## src/rtl/crde_pkg.sv

```systemverilog
// Shared types and constants for the CAN record delta encoder.
package crde_pkg;

  localparam int TimeWidth  = 64;
  localparam int BusWidth   = 2;
  localparam int LenWidth   = 4;
  localparam int IdWidth    = 31;
  localparam int DataWidth  = 64;
  localparam int ByteWidth  = 8;
  localparam int GroupWidth = 7;

  localparam logic [LenWidth-1:0] MaxDataBytes = LenWidth'(8);

  localparam logic [1:0] SRC_VARINT = 2'd0;
  localparam logic [1:0] SRC_HEADER = 2'd1;
  localparam logic [1:0] SRC_IDENT  = 2'd2;
  localparam logic [1:0] SRC_DATA   = 2'd3;

  typedef logic [1:0] src_t;

  typedef struct packed {
    logic capture;
    logic calc;
    logic emit;
    src_t src;
    logic last;
  } cmd_t;

  typedef struct packed {
    logic rest_zero;
    logic id_done;
    logic len_zero;
    logic data_last;
  } sts_t;

endpackage

```

## src/rtl/can_record_delta_encoder.sv

```systemverilog
// Top level of the CAN record delta encoder: controller plus datapath.
//
//   channel | handshake             | word
//   --------+-----------------------+-------------------------------------------
//   in      | in_valid / in_ready   | timestamp_ms, bus_number, payload_length,
//           |                       | extended_id, frame_identifier, payload_bytes
//   out     | out_valid / out_ready | out_byte, last_byte
//
// A record is captured, then goes through the 64-bit clamp and subtract, then is
// emitted as 4 to 23 output bytes.
// The byte sequencer emits one byte per cycle into a single output register.
// Output stalls hold the sequencer; the next record is taken once the last byte
// is loaded, even while that byte still waits. Synchronous reset clears the
// state machine, output valid and the stored last timestamp.
module can_record_delta_encoder (
  input  logic                           clk,
  input  logic                           rst,
  input  logic                           in_valid,
  output logic                           in_ready,
  input  logic [crde_pkg::TimeWidth-1:0] timestamp_ms,
  input  logic [crde_pkg::BusWidth-1:0]  bus_number,
  input  logic [crde_pkg::LenWidth-1:0]  payload_length,
  input  logic                           extended_id,
  input  logic [crde_pkg::IdWidth-1:0]   frame_identifier,
  input  logic [crde_pkg::DataWidth-1:0] payload_bytes,
  output logic                           out_valid,
  input  logic                           out_ready,
  output logic [crde_pkg::ByteWidth-1:0] out_byte,
  output logic                           last_byte
);
  import crde_pkg::*;

  cmd_t cmd;
  sts_t sts;

  crde_controller u_ctrl (
    .clk       (clk),
    .rst       (rst),
    .in_valid  (in_valid),
    .in_ready  (in_ready),
    .out_valid (out_valid),
    .out_ready (out_ready),
    .sts       (sts),
    .cmd       (cmd)
  );

  crde_datapath u_dp (
    .clk              (clk),
    .rst              (rst),
    .cmd              (cmd),
    .sts              (sts),
    .timestamp_ms     (timestamp_ms),
    .bus_number       (bus_number),
    .payload_length   (payload_length),
    .extended_id      (extended_id),
    .frame_identifier (frame_identifier),
    .payload_bytes    (payload_bytes),
    .out_byte         (out_byte),
    .last_byte        (last_byte)
  );

endmodule

```

## src/rtl/crde_datapath.sv

```systemverilog
// Datapath: record registers, delta compute, byte shifters and output word register.
module crde_datapath (
  input  logic                           clk,
  input  logic                           rst,
  input  crde_pkg::cmd_t                 cmd,
  output crde_pkg::sts_t                 sts,
  input  logic [crde_pkg::TimeWidth-1:0] timestamp_ms,
  input  logic [crde_pkg::BusWidth-1:0]  bus_number,
  input  logic [crde_pkg::LenWidth-1:0]  payload_length,
  input  logic                           extended_id,
  input  logic [crde_pkg::IdWidth-1:0]   frame_identifier,
  input  logic [crde_pkg::DataWidth-1:0] payload_bytes,
  output logic [crde_pkg::ByteWidth-1:0] out_byte,
  output logic                           last_byte
);
  import crde_pkg::*;

  logic [TimeWidth-1:0] previous_time;
  logic [TimeWidth-1:0] stamp;
  logic [TimeWidth-1:0] delta;
  logic [BusWidth-1:0]  bus;
  logic [LenWidth-1:0]  len;
  logic                 ext;
  logic [IdWidth-1:0]   ident;
  logic [DataWidth-1:0] data;
  logic [1:0]           id_count;
  logic [LenWidth-1:0]  data_count;

  logic [TimeWidth:0]   diff;
  logic [ByteWidth-1:0] byte_next;

  assign diff = {1'b0, stamp} - {1'b0, previous_time};

  always_comb begin
    unique case (cmd.src)
      SRC_VARINT: byte_next = {~sts.rest_zero, delta[GroupWidth-1:0]};
      SRC_HEADER: byte_next = {ext, 1'b0, bus, len};
      SRC_IDENT:  byte_next = ident[ByteWidth-1:0];
      SRC_DATA:   byte_next = data[ByteWidth-1:0];
      default:    byte_next = '0;
    endcase
  end

  assign sts.rest_zero = (delta[TimeWidth-1:GroupWidth] == '0);
  assign sts.id_done   = (id_count == 2'd3) || ((id_count == 2'd1) && !ext);
  assign sts.len_zero  = (len == '0);
  assign sts.data_last = (data_count == LenWidth'(1));

  always_ff @(posedge clk) begin
    if (rst) begin
      previous_time <= '0;
    end else if (cmd.calc && !diff[TimeWidth]) begin
      previous_time <= stamp;
    end
  end

  always_ff @(posedge clk) begin
    if (cmd.capture) begin
      stamp      <= timestamp_ms;
      bus        <= bus_number;
      len        <= (payload_length > MaxDataBytes) ? MaxDataBytes : payload_length;
      data_count <= (payload_length > MaxDataBytes) ? MaxDataBytes : payload_length;
      ext        <= extended_id;
      ident      <= frame_identifier;
      data       <= payload_bytes;
      id_count   <= '0;
    end
    if (cmd.calc) begin
      delta <= diff[TimeWidth] ? '0 : diff[TimeWidth-1:0];
    end
    if (cmd.emit) begin
      out_byte  <= byte_next;
      last_byte <= cmd.last;
      unique case (cmd.src)
        SRC_VARINT: delta <= delta >> GroupWidth;
        SRC_HEADER: ;
        SRC_IDENT: begin
          ident    <= ident >> ByteWidth;
          id_count <= id_count + 2'd1;
        end
        SRC_DATA: begin
          data       <= data >> ByteWidth;
          data_count <= data_count - LenWidth'(1);
        end
        default: ;
      endcase
    end
  end

endmodule

```

## src/rtl/crde_controller.sv

```systemverilog
// Controller: record sequencing state machine and output word valid.
module crde_controller (
  input  logic           clk,
  input  logic           rst,
  input  logic           in_valid,
  output logic           in_ready,
  output logic           out_valid,
  input  logic           out_ready,
  input  crde_pkg::sts_t sts,
  output crde_pkg::cmd_t cmd
);
  import crde_pkg::*;

  localparam logic [2:0] ST_IDLE   = 3'd0;
  localparam logic [2:0] ST_CALC   = 3'd1;
  localparam logic [2:0] ST_VARINT = 3'd2;
  localparam logic [2:0] ST_HEADER = 3'd3;
  localparam logic [2:0] ST_IDENT  = 3'd4;
  localparam logic [2:0] ST_DATA   = 3'd5;

  logic [2:0] state;
  logic [2:0] state_next;
  logic       slot_free;
  logic       emitting;

  assign in_ready  = (state == ST_IDLE);
  assign slot_free = !out_valid || out_ready;
  assign emitting  = slot_free && ((state == ST_VARINT) || (state == ST_HEADER) ||
                                   (state == ST_IDENT) || (state == ST_DATA));

  always_comb begin
    cmd.capture = in_valid && in_ready;
    cmd.calc    = (state == ST_CALC);
    cmd.emit    = emitting;
    cmd.last    = 1'b0;
    cmd.src     = SRC_VARINT;
    state_next  = state;
    unique case (state)
      ST_IDLE: begin
        if (in_valid) state_next = ST_CALC;
      end
      ST_CALC: state_next = ST_VARINT;
      ST_VARINT: begin
        cmd.src = SRC_VARINT;
        if (emitting && sts.rest_zero) state_next = ST_HEADER;
      end
      ST_HEADER: begin
        cmd.src = SRC_HEADER;
        if (emitting) state_next = ST_IDENT;
      end
      ST_IDENT: begin
        cmd.src  = SRC_IDENT;
        cmd.last = sts.id_done && sts.len_zero;
        if (emitting && sts.id_done) state_next = sts.len_zero ? ST_IDLE : ST_DATA;
      end
      ST_DATA: begin
        cmd.src  = SRC_DATA;
        cmd.last = sts.data_last;
        if (emitting && sts.data_last) state_next = ST_IDLE;
      end
      default: state_next = ST_IDLE;
    endcase
  end

  always_ff @(posedge clk) begin
    if (rst) begin
      state     <= ST_IDLE;
      out_valid <= 1'b0;
    end else begin
      state <= state_next;
      if (emitting) begin
        out_valid <= 1'b1;
      end else if (out_ready) begin
        out_valid <= 1'b0;
      end
    end
  end

endmodule

```

## config.mk

```make
export PLATFORM = sky130hd
export DESIGN_NAME = can_record_delta_encoder
export DESIGN_NICKNAME = d
export VERILOG_FILES = /design/src/rtl/crde_pkg.sv /design/src/rtl/can_record_delta_encoder.sv /design/src/rtl/crde_datapath.sv /design/src/rtl/crde_controller.sv
export SDC_FILE = /design/constraint.sdc
export NUM_CORES = 1
export LEC_CHECK = 0
export BUFFER_PORTS_ARGS = -buffer_cell sky130_fd_sc_hd__buf_2
export CAP_MARGIN = 20
export CORE_MARGIN = 2
export CORE_UTILIZATION = 29
export DETAILED_ROUTE_END_ITERATION = 12
export GPL_ROUTABILITY_DRIVEN = 0
export SYNTH_ARGS = -nofsm -noshare
export SYNTH_HDL_FRONTEND = slang
export SYNTH_SLANG_ARGS = --single-unit
```

## constraint.sdc

```tcl
create_clock -name clk -period 10.4 [get_ports clk]
set_input_delay 1.04 -clock clk [delete_from_list [all_inputs] [get_ports clk]]
set_output_delay 1.04 -clock clk [all_outputs]
set_load 0.01 [all_outputs]
```

# [Word-level counts from Yosys, hierarchy flattened]
# Cells that the tools add are included.
[word_totals] reg_bits=313 word_cells=86
[op_classes] n_reduce_logical=22 n_mux=29 magnitude_cmp=1 bitwise=1 n_eq_ne=16 add_sub_neg=3
[op_table] operator="two-way mux 64 bit" n=7
[op_table] operator="two-way mux 31 bit" n=3
[op_table] operator="subtractor 64 x 64 -> 65 bit" n=1
[op_table] operator="zero test 57 bit" n=1
[op_table] operator="case mux 8 bit (4 select lines)" n=1
[op_table] operator="two-way mux 3 bit" n=6
[op_table] operator="case mux 3 bit (6 select lines)" n=1
[op_table] operator="two-way mux 4 bit" n=4
[op_table] operator="logical AND 1 bit" n=8
[op_table] operator="inequality test 2 bit (second input constant)" n=4
[op_table] operator="equality test 2 bit (second input constant)" n=3
[op_table] operator="equality test 3 x 2 -> 1 bit (second input constant)" n=2
[op_table] operator="equality test 3 bit (second input constant)" n=2
[op_table] operator="two-way mux 2 bit" n=3
[op_table] operator="case mux 2 bit (3 select lines)" n=1
[op_table] operator="logical OR 1 bit" n=5
[op_table] operator="AND reduction 5 bit" n=1
[op_table] operator="equality test 2 x 1 -> 1 bit (second input constant)" n=2
[op_table] operator="equality test 4 x 1 -> 1 bit (second input constant)" n=1
[op_table] operator="greater-than comparator 4 bit (second input constant)" n=1
[op_table] operator="zero test 4 bit" n=1
[op_table] operator="subtractor 4 x 1 -> 4 bit (second input constant)" n=1
[op_table] operator="equality test 3 x 1 -> 1 bit (second input constant)" n=1
[op_table] operator="zero test 1 bit" n=3
[op_table] operator="other kinds (8)" n=9

# [Longest topological paths before layout]
# Gate-level depths: netlist of run 1.
[logic_depth] depth_word=8 depth_mapped=15

# [Cells and area by module]
# From an unflattened synthesis of run 1, not the netlist that was laid out.
[hier_totals] hier_cells=1787 hier_area_um2=15886.5
[modules_own_cells] module="crde_datapath" instances=1 area_per_inst_um2=15557.4 cells_per_inst=1747 seq_area_each_um2=6986.7
[modules_own_cells] module="crde_controller" instances=1 area_per_inst_um2=329.1 cells_per_inst=40 seq_area_each_um2=80.1

# [Worst setup path before layout of run 1]
# No wires, ideal clock.
[synth_timing] kind="input-to-reg" startpoint="in in_valid" endpoint="reg u_dp.bus[0], enable pin" path_stages=4 arrival_time_ps=3651 setup_slack_ps=6286 n_path_buf=2 path_cell_list="nand2_1 inv_2 clkbuf_1 buf_1"
[synth_rtl] element="from (decl)" line="can_record_delta_encoder.sv:18" source="input logic in_valid,"
[synth_rtl] element="to (signal assigned)" line="crde_datapath.sv:60" source="bus <= bus_number;"
[synth_rtl] element="to (decl)" line="crde_datapath.sv:21" source="logic [BusWidth-1:0] bus;"

# [Final worst setup path of run 1]
[layout_timing] startpoint="reg u_dp.stamp[0]" endpoint="reg u_dp.delta[26]"
[layout_between] elab_chain_len=5
[layout_lines] element="from (decl)" line="crde_datapath.sv:19" source="logic [TimeWidth-1:0] stamp;"
[layout_lines] element="from (signal assigned)" line="crde_datapath.sv:59" source="stamp <= timestamp_ms;"
[layout_lines] element="subtractor 64 x 64 -> 65 bit *" line="crde_datapath.sv:32" source="assign diff = {1'b0, stamp} - {1'b0, previous_time};"
[layout_lines] element="two-way mux 64 bit *" line="crde_datapath.sv:69" source="delta <= diff[TimeWidth] ? '0 : diff[TimeWidth-1:0];"
[layout_lines] element="two-way mux 64 bit *" line="crde_datapath.sv:68" source="if (cmd.calc) begin"
[layout_lines] element="two-way mux 64 bit" line="crde_datapath.sv:74" source="unique case (cmd.src)"
[layout_lines] element="two-way mux 64 bit *" line="crde_datapath.sv:71" source="if (cmd.emit) begin"
[layout_lines] element="to (signal assigned)" line="crde_datapath.sv:69"
[layout_lines] element="to (signal assigned)" line="crde_datapath.sv:75" source="SRC_VARINT: delta <= delta >> GroupWidth;"
[layout_lines] element="to (decl)" line="crde_datapath.sv:20" source="logic [TimeWidth-1:0] delta;"
# Every way passes the cells marked *; elsewhere a longest branch is shown, timed or not.
# A chain may end at the register's enable or synchronous reset.

==> results of run 1 <==
area by class of cell:
class | count | share of cell area
multi-input combinational | 1425 | 0.429
clock buffer | 57 | 0.0652
inverter | 88 | 0.0181
sequential | 313 | 0.381
tap | 696 | 0.0469
clock inverter | 15 | 0.00721
timing repair buffer | 190 | 0.0526
cell usage after synthesis (all sizes together) (3+ instances only):
library cell and count:
nand2 418, dfxtp 233, nor2 224, a21oi 179
clkbuf 91, inv 88, a31oi 87, edfxtp 80
o21ai 79, ha 69, a221oi 42, xnor2 33
buf 31, nand3 24, a21o 23, nor4 22
nand4 21, xor2 21, nor2b 18, o21bai 16
mux2i 14, nor3 14, and3 13, nand2b 10
a211oi 9, and2 8, a21boi 7, o21a 7
o2111ai 6, or3 6, o211ai 5, o22ai 5
a32oi 4, o31ai 4, a22oi 3, a2bb2oi 3
or4 3
metrics by stage:
step	setup WS (ns)	hold WS, ns	instance area (sq um)
CTS	6.27	0.453	18600
global route	5.93	0.468	18600
finish	6.25	0.451	18600
detailed placement	6.29	0.445	17200
floorplan	6.29	0.432	15800
global placement	6.36	0.438	17200
worst max-delay path, stage by stage, from the launching register on:
cell and delay [ns]:
edfxtp_1 0.36, inv_1 0.07, ha_1 0.21, fa_1 0.39
nand2b_1 0.19, a21oi_2 0.20, o21ai_1 0.16, o21a_1 0.24
a211o_1 0.33, a21oi_2 0.24, o21ai_2 0.11, nand2_4 0.34
buf_4 0.71, o311ai_0 0.30, nand3_1 0.15
registers in the layout, summed over array words and instances, names as in the netlist:
| name | flops |
|---|---|
| u_dp.stamp | 64 |
| u_dp.id_count | 2 |
| u_dp.data_count | 4 |
| u_ctrl.out_valid | 1 |
| u_dp.len | 4 |
| u_dp.out_byte | 8 |
| u_dp.delta | 64 |
| u_dp.last_byte | 1 |
| u_dp.data | 64 |
| u_dp.previous_time | 64 |
| u_dp.bus | 2 |
| u_dp.ext | 1 |
| u_ctrl.state | 3 |
| u_dp.ident | 31 |
layer usage:
metal / GRT usage / share of wire / wire [um] / up-vias
met5: 0 / 0.0032 / 139 / -
met4: 0.0490 / 0.028 / 1210 / 20
met3: 0.0399 / 0.067 / 2940 / 101
met2: 0.252 / 0.46 / 20400 / 378
met1: 0.193 / 0.44 / 19200 / 6604
li1: - / - / - / 7019
worst paths after layout:
| kind | startpoint | endpoint | slack (ns) | cells after the start |
|---|---|---|---|---|
| worst max register to register | u_dp.stamp[0] | u_dp.delta[26] | 6.25 | 14 |
| worst max-delay path | u_dp.stamp[0] | u_dp.delta[26] | 6.25 | 14 |
| worst min register to register | u_dp.previous_time[62] | u_dp.previous_time[62] | 0.45 | 2 |
| worst min-delay path | u_dp.previous_time[62] | u_dp.previous_time[62] | 0.45 | 2 |
cells by family after synthesis:
group | after synthesis | share of synthesized area
adder cells (fa/ha/maj) | 70 | 0.0557
buffers and inverters | 210 | 0.0532
AND/OR/NAND/NOR | 786 | 0.209
AO/OA/AOI/OAI | 500 | 0.197
multiplexers | 15 | 0.00955
XOR/XNOR | 54 | 0.0298
flip-flops | 313 | 0.446
power breakdown:
part / total, mW / switching, mW / internal (mW)
sequential: 2.14 / 0.351 / 1.79
clock: 1.40 / 0.560 / 0.843
combinational: 2.62 / 1.62 / 1.00
total: 6.16 / 2.53 / 3.63
==> impl_metrics.yaml, run 1 <==
outcome:
  status: "completed"
clock_tree:
  tritoncts: "done"
  clkLatencyLatePin_ns: 0.56
  cts-root-buf: "clkbuf_16"
  clk_transition_reported_paths_ns: 0.06
  cts_made_buffers: 39
  clock_path_buffers: 3
  cts_sinks: 313
  cts_resized: 0
  postCtsSetupRepairBufs: 0
  htreeDepth: 2
  cts_hold_buf: 0
synthesis:
  synth_area_sq_um: 15800
  synth_cells: 1948
  synth-seq-cells: 313
  synth.distinct_cells: 74
  syn_nets: 2188
  synthFlopType: "dfxtp_1"
  synth-async-reset-ratio: 0
  synth_edf_count: 80
  synth.avg_cell_area_sq_um: 8.14
  synth_top_area_cell: "dfxtp_1"
  yosys_warnings: 0
  ys_seq_area_frac: 0.446
  synth_top_area_frac: 0.294
  synth_area_leaders: "dfxtp_1 29%, edfxtp_1 15%, nand2_1 9.9%"
timing:
  tightest_slew_ns: 1.07
  setup_viol: 0
  finalSetupTns_ns: 0
  post-route-min-period_ns: 4.15
  period_share: 0.399
  maxSlewViolCount: 0
  slew_headroom: 0.285
  rsz0062_at_grt: "no"
  clock.fmax_mhz: 241
  finalHoldViolCount: 0
  skew_ns: 0.0183
power_and_ir_drop:
  total_power_mw: 6.16
  leakage_nw: 7.36
  vdd_drop_max_mv: 0.126
  power_density_nw_per_um2: 332
global_route:
  grt_max_degree: 117
  antenna_found_initial: 10
  grt_pass1_vias: 13565
  overflow: 0
  grt_pass1_wl_um: 70400
  grt_util_all_layers: 0.152
route:
  drt-vias-per-instance: 5.07
  vias: 14122
  ant_nets: 0
  drt_iter0_drc: 935
  wire_per_inst_um: 15.8
  drt-total-wl_um: 43900
  firstDrtPassIters: 5
  drc: 0
die:
  top_level_ports: 181
  die_area_sq_um: 56500
  die_w_um: 238
  core_area_sq_um: 53900
  num_rows: 85
  dieHeight_um: 238
  initial_core_util: 0.294
placed_design:
  dp_hpwl_um: 31200
  portBuffers: 180
  placed_cells: 2711
finish:
  drive_gt1_frac: 0.130
  post-route-util: 0.344
  layout_common_cells: "416 x nand2_1, 233 x dfxtp_1, 223 x nor2_1"
  multi_input_area_sq_um: 7970
  antenna_cells: 0
  final_cell_count_no_fill: 2784
  final_common_cell: "nand2_1"
  area_growth_pct: 17.1
  layout.nets: 2297
  fillers: 5618
  ff_latch_area_sq_um: 7070
worst_setup_path:
  critPathArrivalTime_ns: 4.65
  path_max_fanout: 76
  worstSetupStartpointType: "flop"
  criticalPathCategory: "flop to flop"
  cp.required_ns: 10.90
  endpoint_kind: "flop"
min_path:
  hp-class: "flop to flop"
run:
  drv_cap: 0
(Power assumes the default switching activity.)
==> run 2: changes to the inputs <==
- ABC_AREA: not set -> 1
- clock period: 10.4 -> 4.14 ns (I/O delays scaled with it)
==> impl_metrics.yaml, run 2 <==
outcome:
  status: "completed"
synthesis:
  synth.avg_cell_area_sq_um: 6.65
  synth_top_area_frac: 0.258
  synth_area_sq_um: 18100
  synth_top_area_cell: "dfxtp_1"
  synth.distinct_cells: 39
  synth-async-reset-ratio: 0
  synth_edf_count: 80
  syn_nets: 2962
  synth_area_leaders: "dfxtp_1 26%, nand2_1 15%, edfxtp_1 13%"
  ys_seq_area_frac: 0.390
  post-synth-top-count-cell: "nand2_1"
  synthFlopType: "dfxtp_1"
  yosys_warnings: 0
  synth_cells: 2722
  synth-seq-cells: 313
  synth_top_cells_by_count: "731 x nand2_1, 583 x inv_1, 253 x o21ai_0"
finish:
  area_growth_pct: 17.7
  design_area_sq_um: 21300
  layout_common_cells: "728 x nand2_1, 582 x inv_1, 253 x o21ai_0"
  final_common_cell: "nand2_1"
  drive_gt1_frac: 0.0931
  layout.nets: 3131
timing:
  period_share: 0.748
  finalSetupTns_ns: 0
  fin_ws_ns: 1.05
  slew_headroom: 0.337
  post-route-min-period_ns: 3.09
  setup_viol: 0
  finalHoldWorstSlack_ns: 0.0252
  rsz0062_at_grt: "no"
  clock.fmax_mhz: 323
  finalHoldViolCount: 0
  tightest_slew_ns: 0.994
  maxSlewViolCount: 0
  skew_ns: 0.0168
die:
  dieHeight_um: 254
  die_w_um: 254
  top_level_ports: 181
  num_rows: 91
  core_area_sq_um: 61700
  initial_core_util: 0.293
  die_area_sq_um: 64400
route:
  drt-total-wl_um: 51900
  firstDrtPassIters: 5
  vias: 16677
  ant_nets: 0
  wire_per_inst_um: 13.8
  drc: 0
  drt-vias-per-instance: 4.44
  drt_iter0_drc: 1195
global_route:
  grt_util_all_layers: 0.160
  antenna_found_initial: 1
  grt_pass1_vias: 15531
  overflow: 0
  grt_pass1_wl_um: 81800
  grt_max_degree: 116
run:
  drv_cap: 0
worst_setup_path:
  endpoint_kind: "flop"
  cp.required_ns: 4.62
  critPathArrivalTime_ns: 3.57
  criticalPathCategory: "flop to flop"
  path_max_fanout: 25
  reg2regPathDepth: 17
  r2r-start: "u_dp.stamp[0]"
  rrSetupSlack_ns: 1.05
  r2r-end: "u_dp.delta[4]"
  worstSetupStartpointType: "flop"
min_path:
  hp-class: "primary input to flop"
  min-delay-start: "timestamp_ms[34]"
  holdPathEnd: "u_dp.stamp[34]"
  whs_path_depth: 1
clock_tree:
  clk_transition_reported_paths_ns: 0.06
  cts_resized: 0
  cts_sinks: 313
  htreeDepth: 2
  cts_made_buffers: 38
  clkLatencyLatePin_ns: 0.56
  cts-root-buf: "clkbuf_16"
  clock_path_buffers: 3
  tritoncts: "done"
placed_design:
  placed_cell_area_sq_um: 19800
  dp_hpwl_um: 39800
  pre_cts_ws_ns: 1.04
  portBuffers: 180
power_and_ir_drop:
  seqPwrFrac: 0.295
  power_frac_comb: 0.507
  switching_power_mw: 7.76
  switching_share: 0.449
  p_int_mw: 9.53
  clkPwrFrac: 0.198
  vdd_drop_max_mv: 0.296
  leakage_nw: 10.8
  power_density_nw_per_um2: 811
run 2: cell count changes after synthesis, moves of 48 or more:
cell / delta
a21oi_1: +69
o21ai_0: +180
a31oi_1: -86
nand3_1: +48
inv_1: +496
nand2_1: +313
run 2: how the worst max path moves through the flow:
stage                         start             end  slack [ns]  depth (start not counted)
floorplan           u_ctrl.state[2]    u_dp.data[1]        0.83                          8
global placement      u_dp.stamp[0]  u_dp.delta[11]        1.13                         17
global route          u_dp.stamp[0]   u_dp.delta[4]        0.73                         17
CTS                   u_dp.stamp[0]  u_dp.delta[27]        1.02                         17
detailed placement    u_dp.stamp[0]  u_dp.delta[27]        1.04                         17
finish                u_dp.stamp[0]   u_dp.delta[4]        1.05                         17
run 2: worst max-delay path, stage by stage, from the launching register on:
cell      delay (ns)
edfxtp_1        0.35
inv_1           0.07
ha_1            0.20
fa_1            0.40
inv_1           0.09
nand3_1         0.08
nand2_2         0.12
nand2_1         0.07
nand2_2         0.10
nand2_1         0.07
nand2_2         0.09
nand2_1         0.07
nand2_2         0.12
nand2_2         0.09
a21oi_4         0.53
buf_4           0.36
nand2_1         0.08
a21oi_1         0.14
run 2: cell families after synthesis:
group | count (synthesis) | synth area share
xor+xnor | 40 | 0.0194
simple gates | 1072 | 0.237
flops | 313 | 0.390
buf+inv | 672 | 0.143
fa+ha+maj | 70 | 0.0488
compound gates | 555 | 0.162
run 2: per-layer routing:
metal	global-route usage	wire, um
met1	0.212	24200
met2	0.266	23700
met3	0.0307	2880
met4	0.0432	1100
met5	0	0
run 2: final cells by class:
cell class              instances  area [sq um]
inverters                     585          2200
clock inverters                19           216
fillers                      6837         40400
clock buffers                  51          1060
diodes                          2          5.00
flip-flops and latches        313          7070
multi-input cells            1737          8480
well taps                     837          1050
repair buffers                216          1250
run 2: power by group through the flow:
stage               Sequential [mW]  Combinational (mW)  Clock, mW
floorplan                      5.02                6.36          0
global placement               5.13                8.69          0
detailed placement             5.16                8.70          0
CTS                            5.10                8.77       3.53
global route                   5.24                10.0       3.65
finish                         5.10                8.77       3.43
run 2: timing repair:
| item | in CTS | in global routing |
|---|---|---|
| hold buffers | 20 | 0 |
| buffers inserted | 0 | 0 |
| endpoints found under the hold margin | 20 | 0 |
run 2: metrics by stage:
stage,util,cells,power [mW]
2_1_floorplan,-,2722,11.4
3_3_place_gp,0.321,3668,13.8
3_5_place_dp,0.321,3668,13.9
4_1_cts,0.345,3758,17.4
5_1_grt,0.345,3759,18.9
6_report,0.345,3760,17.3
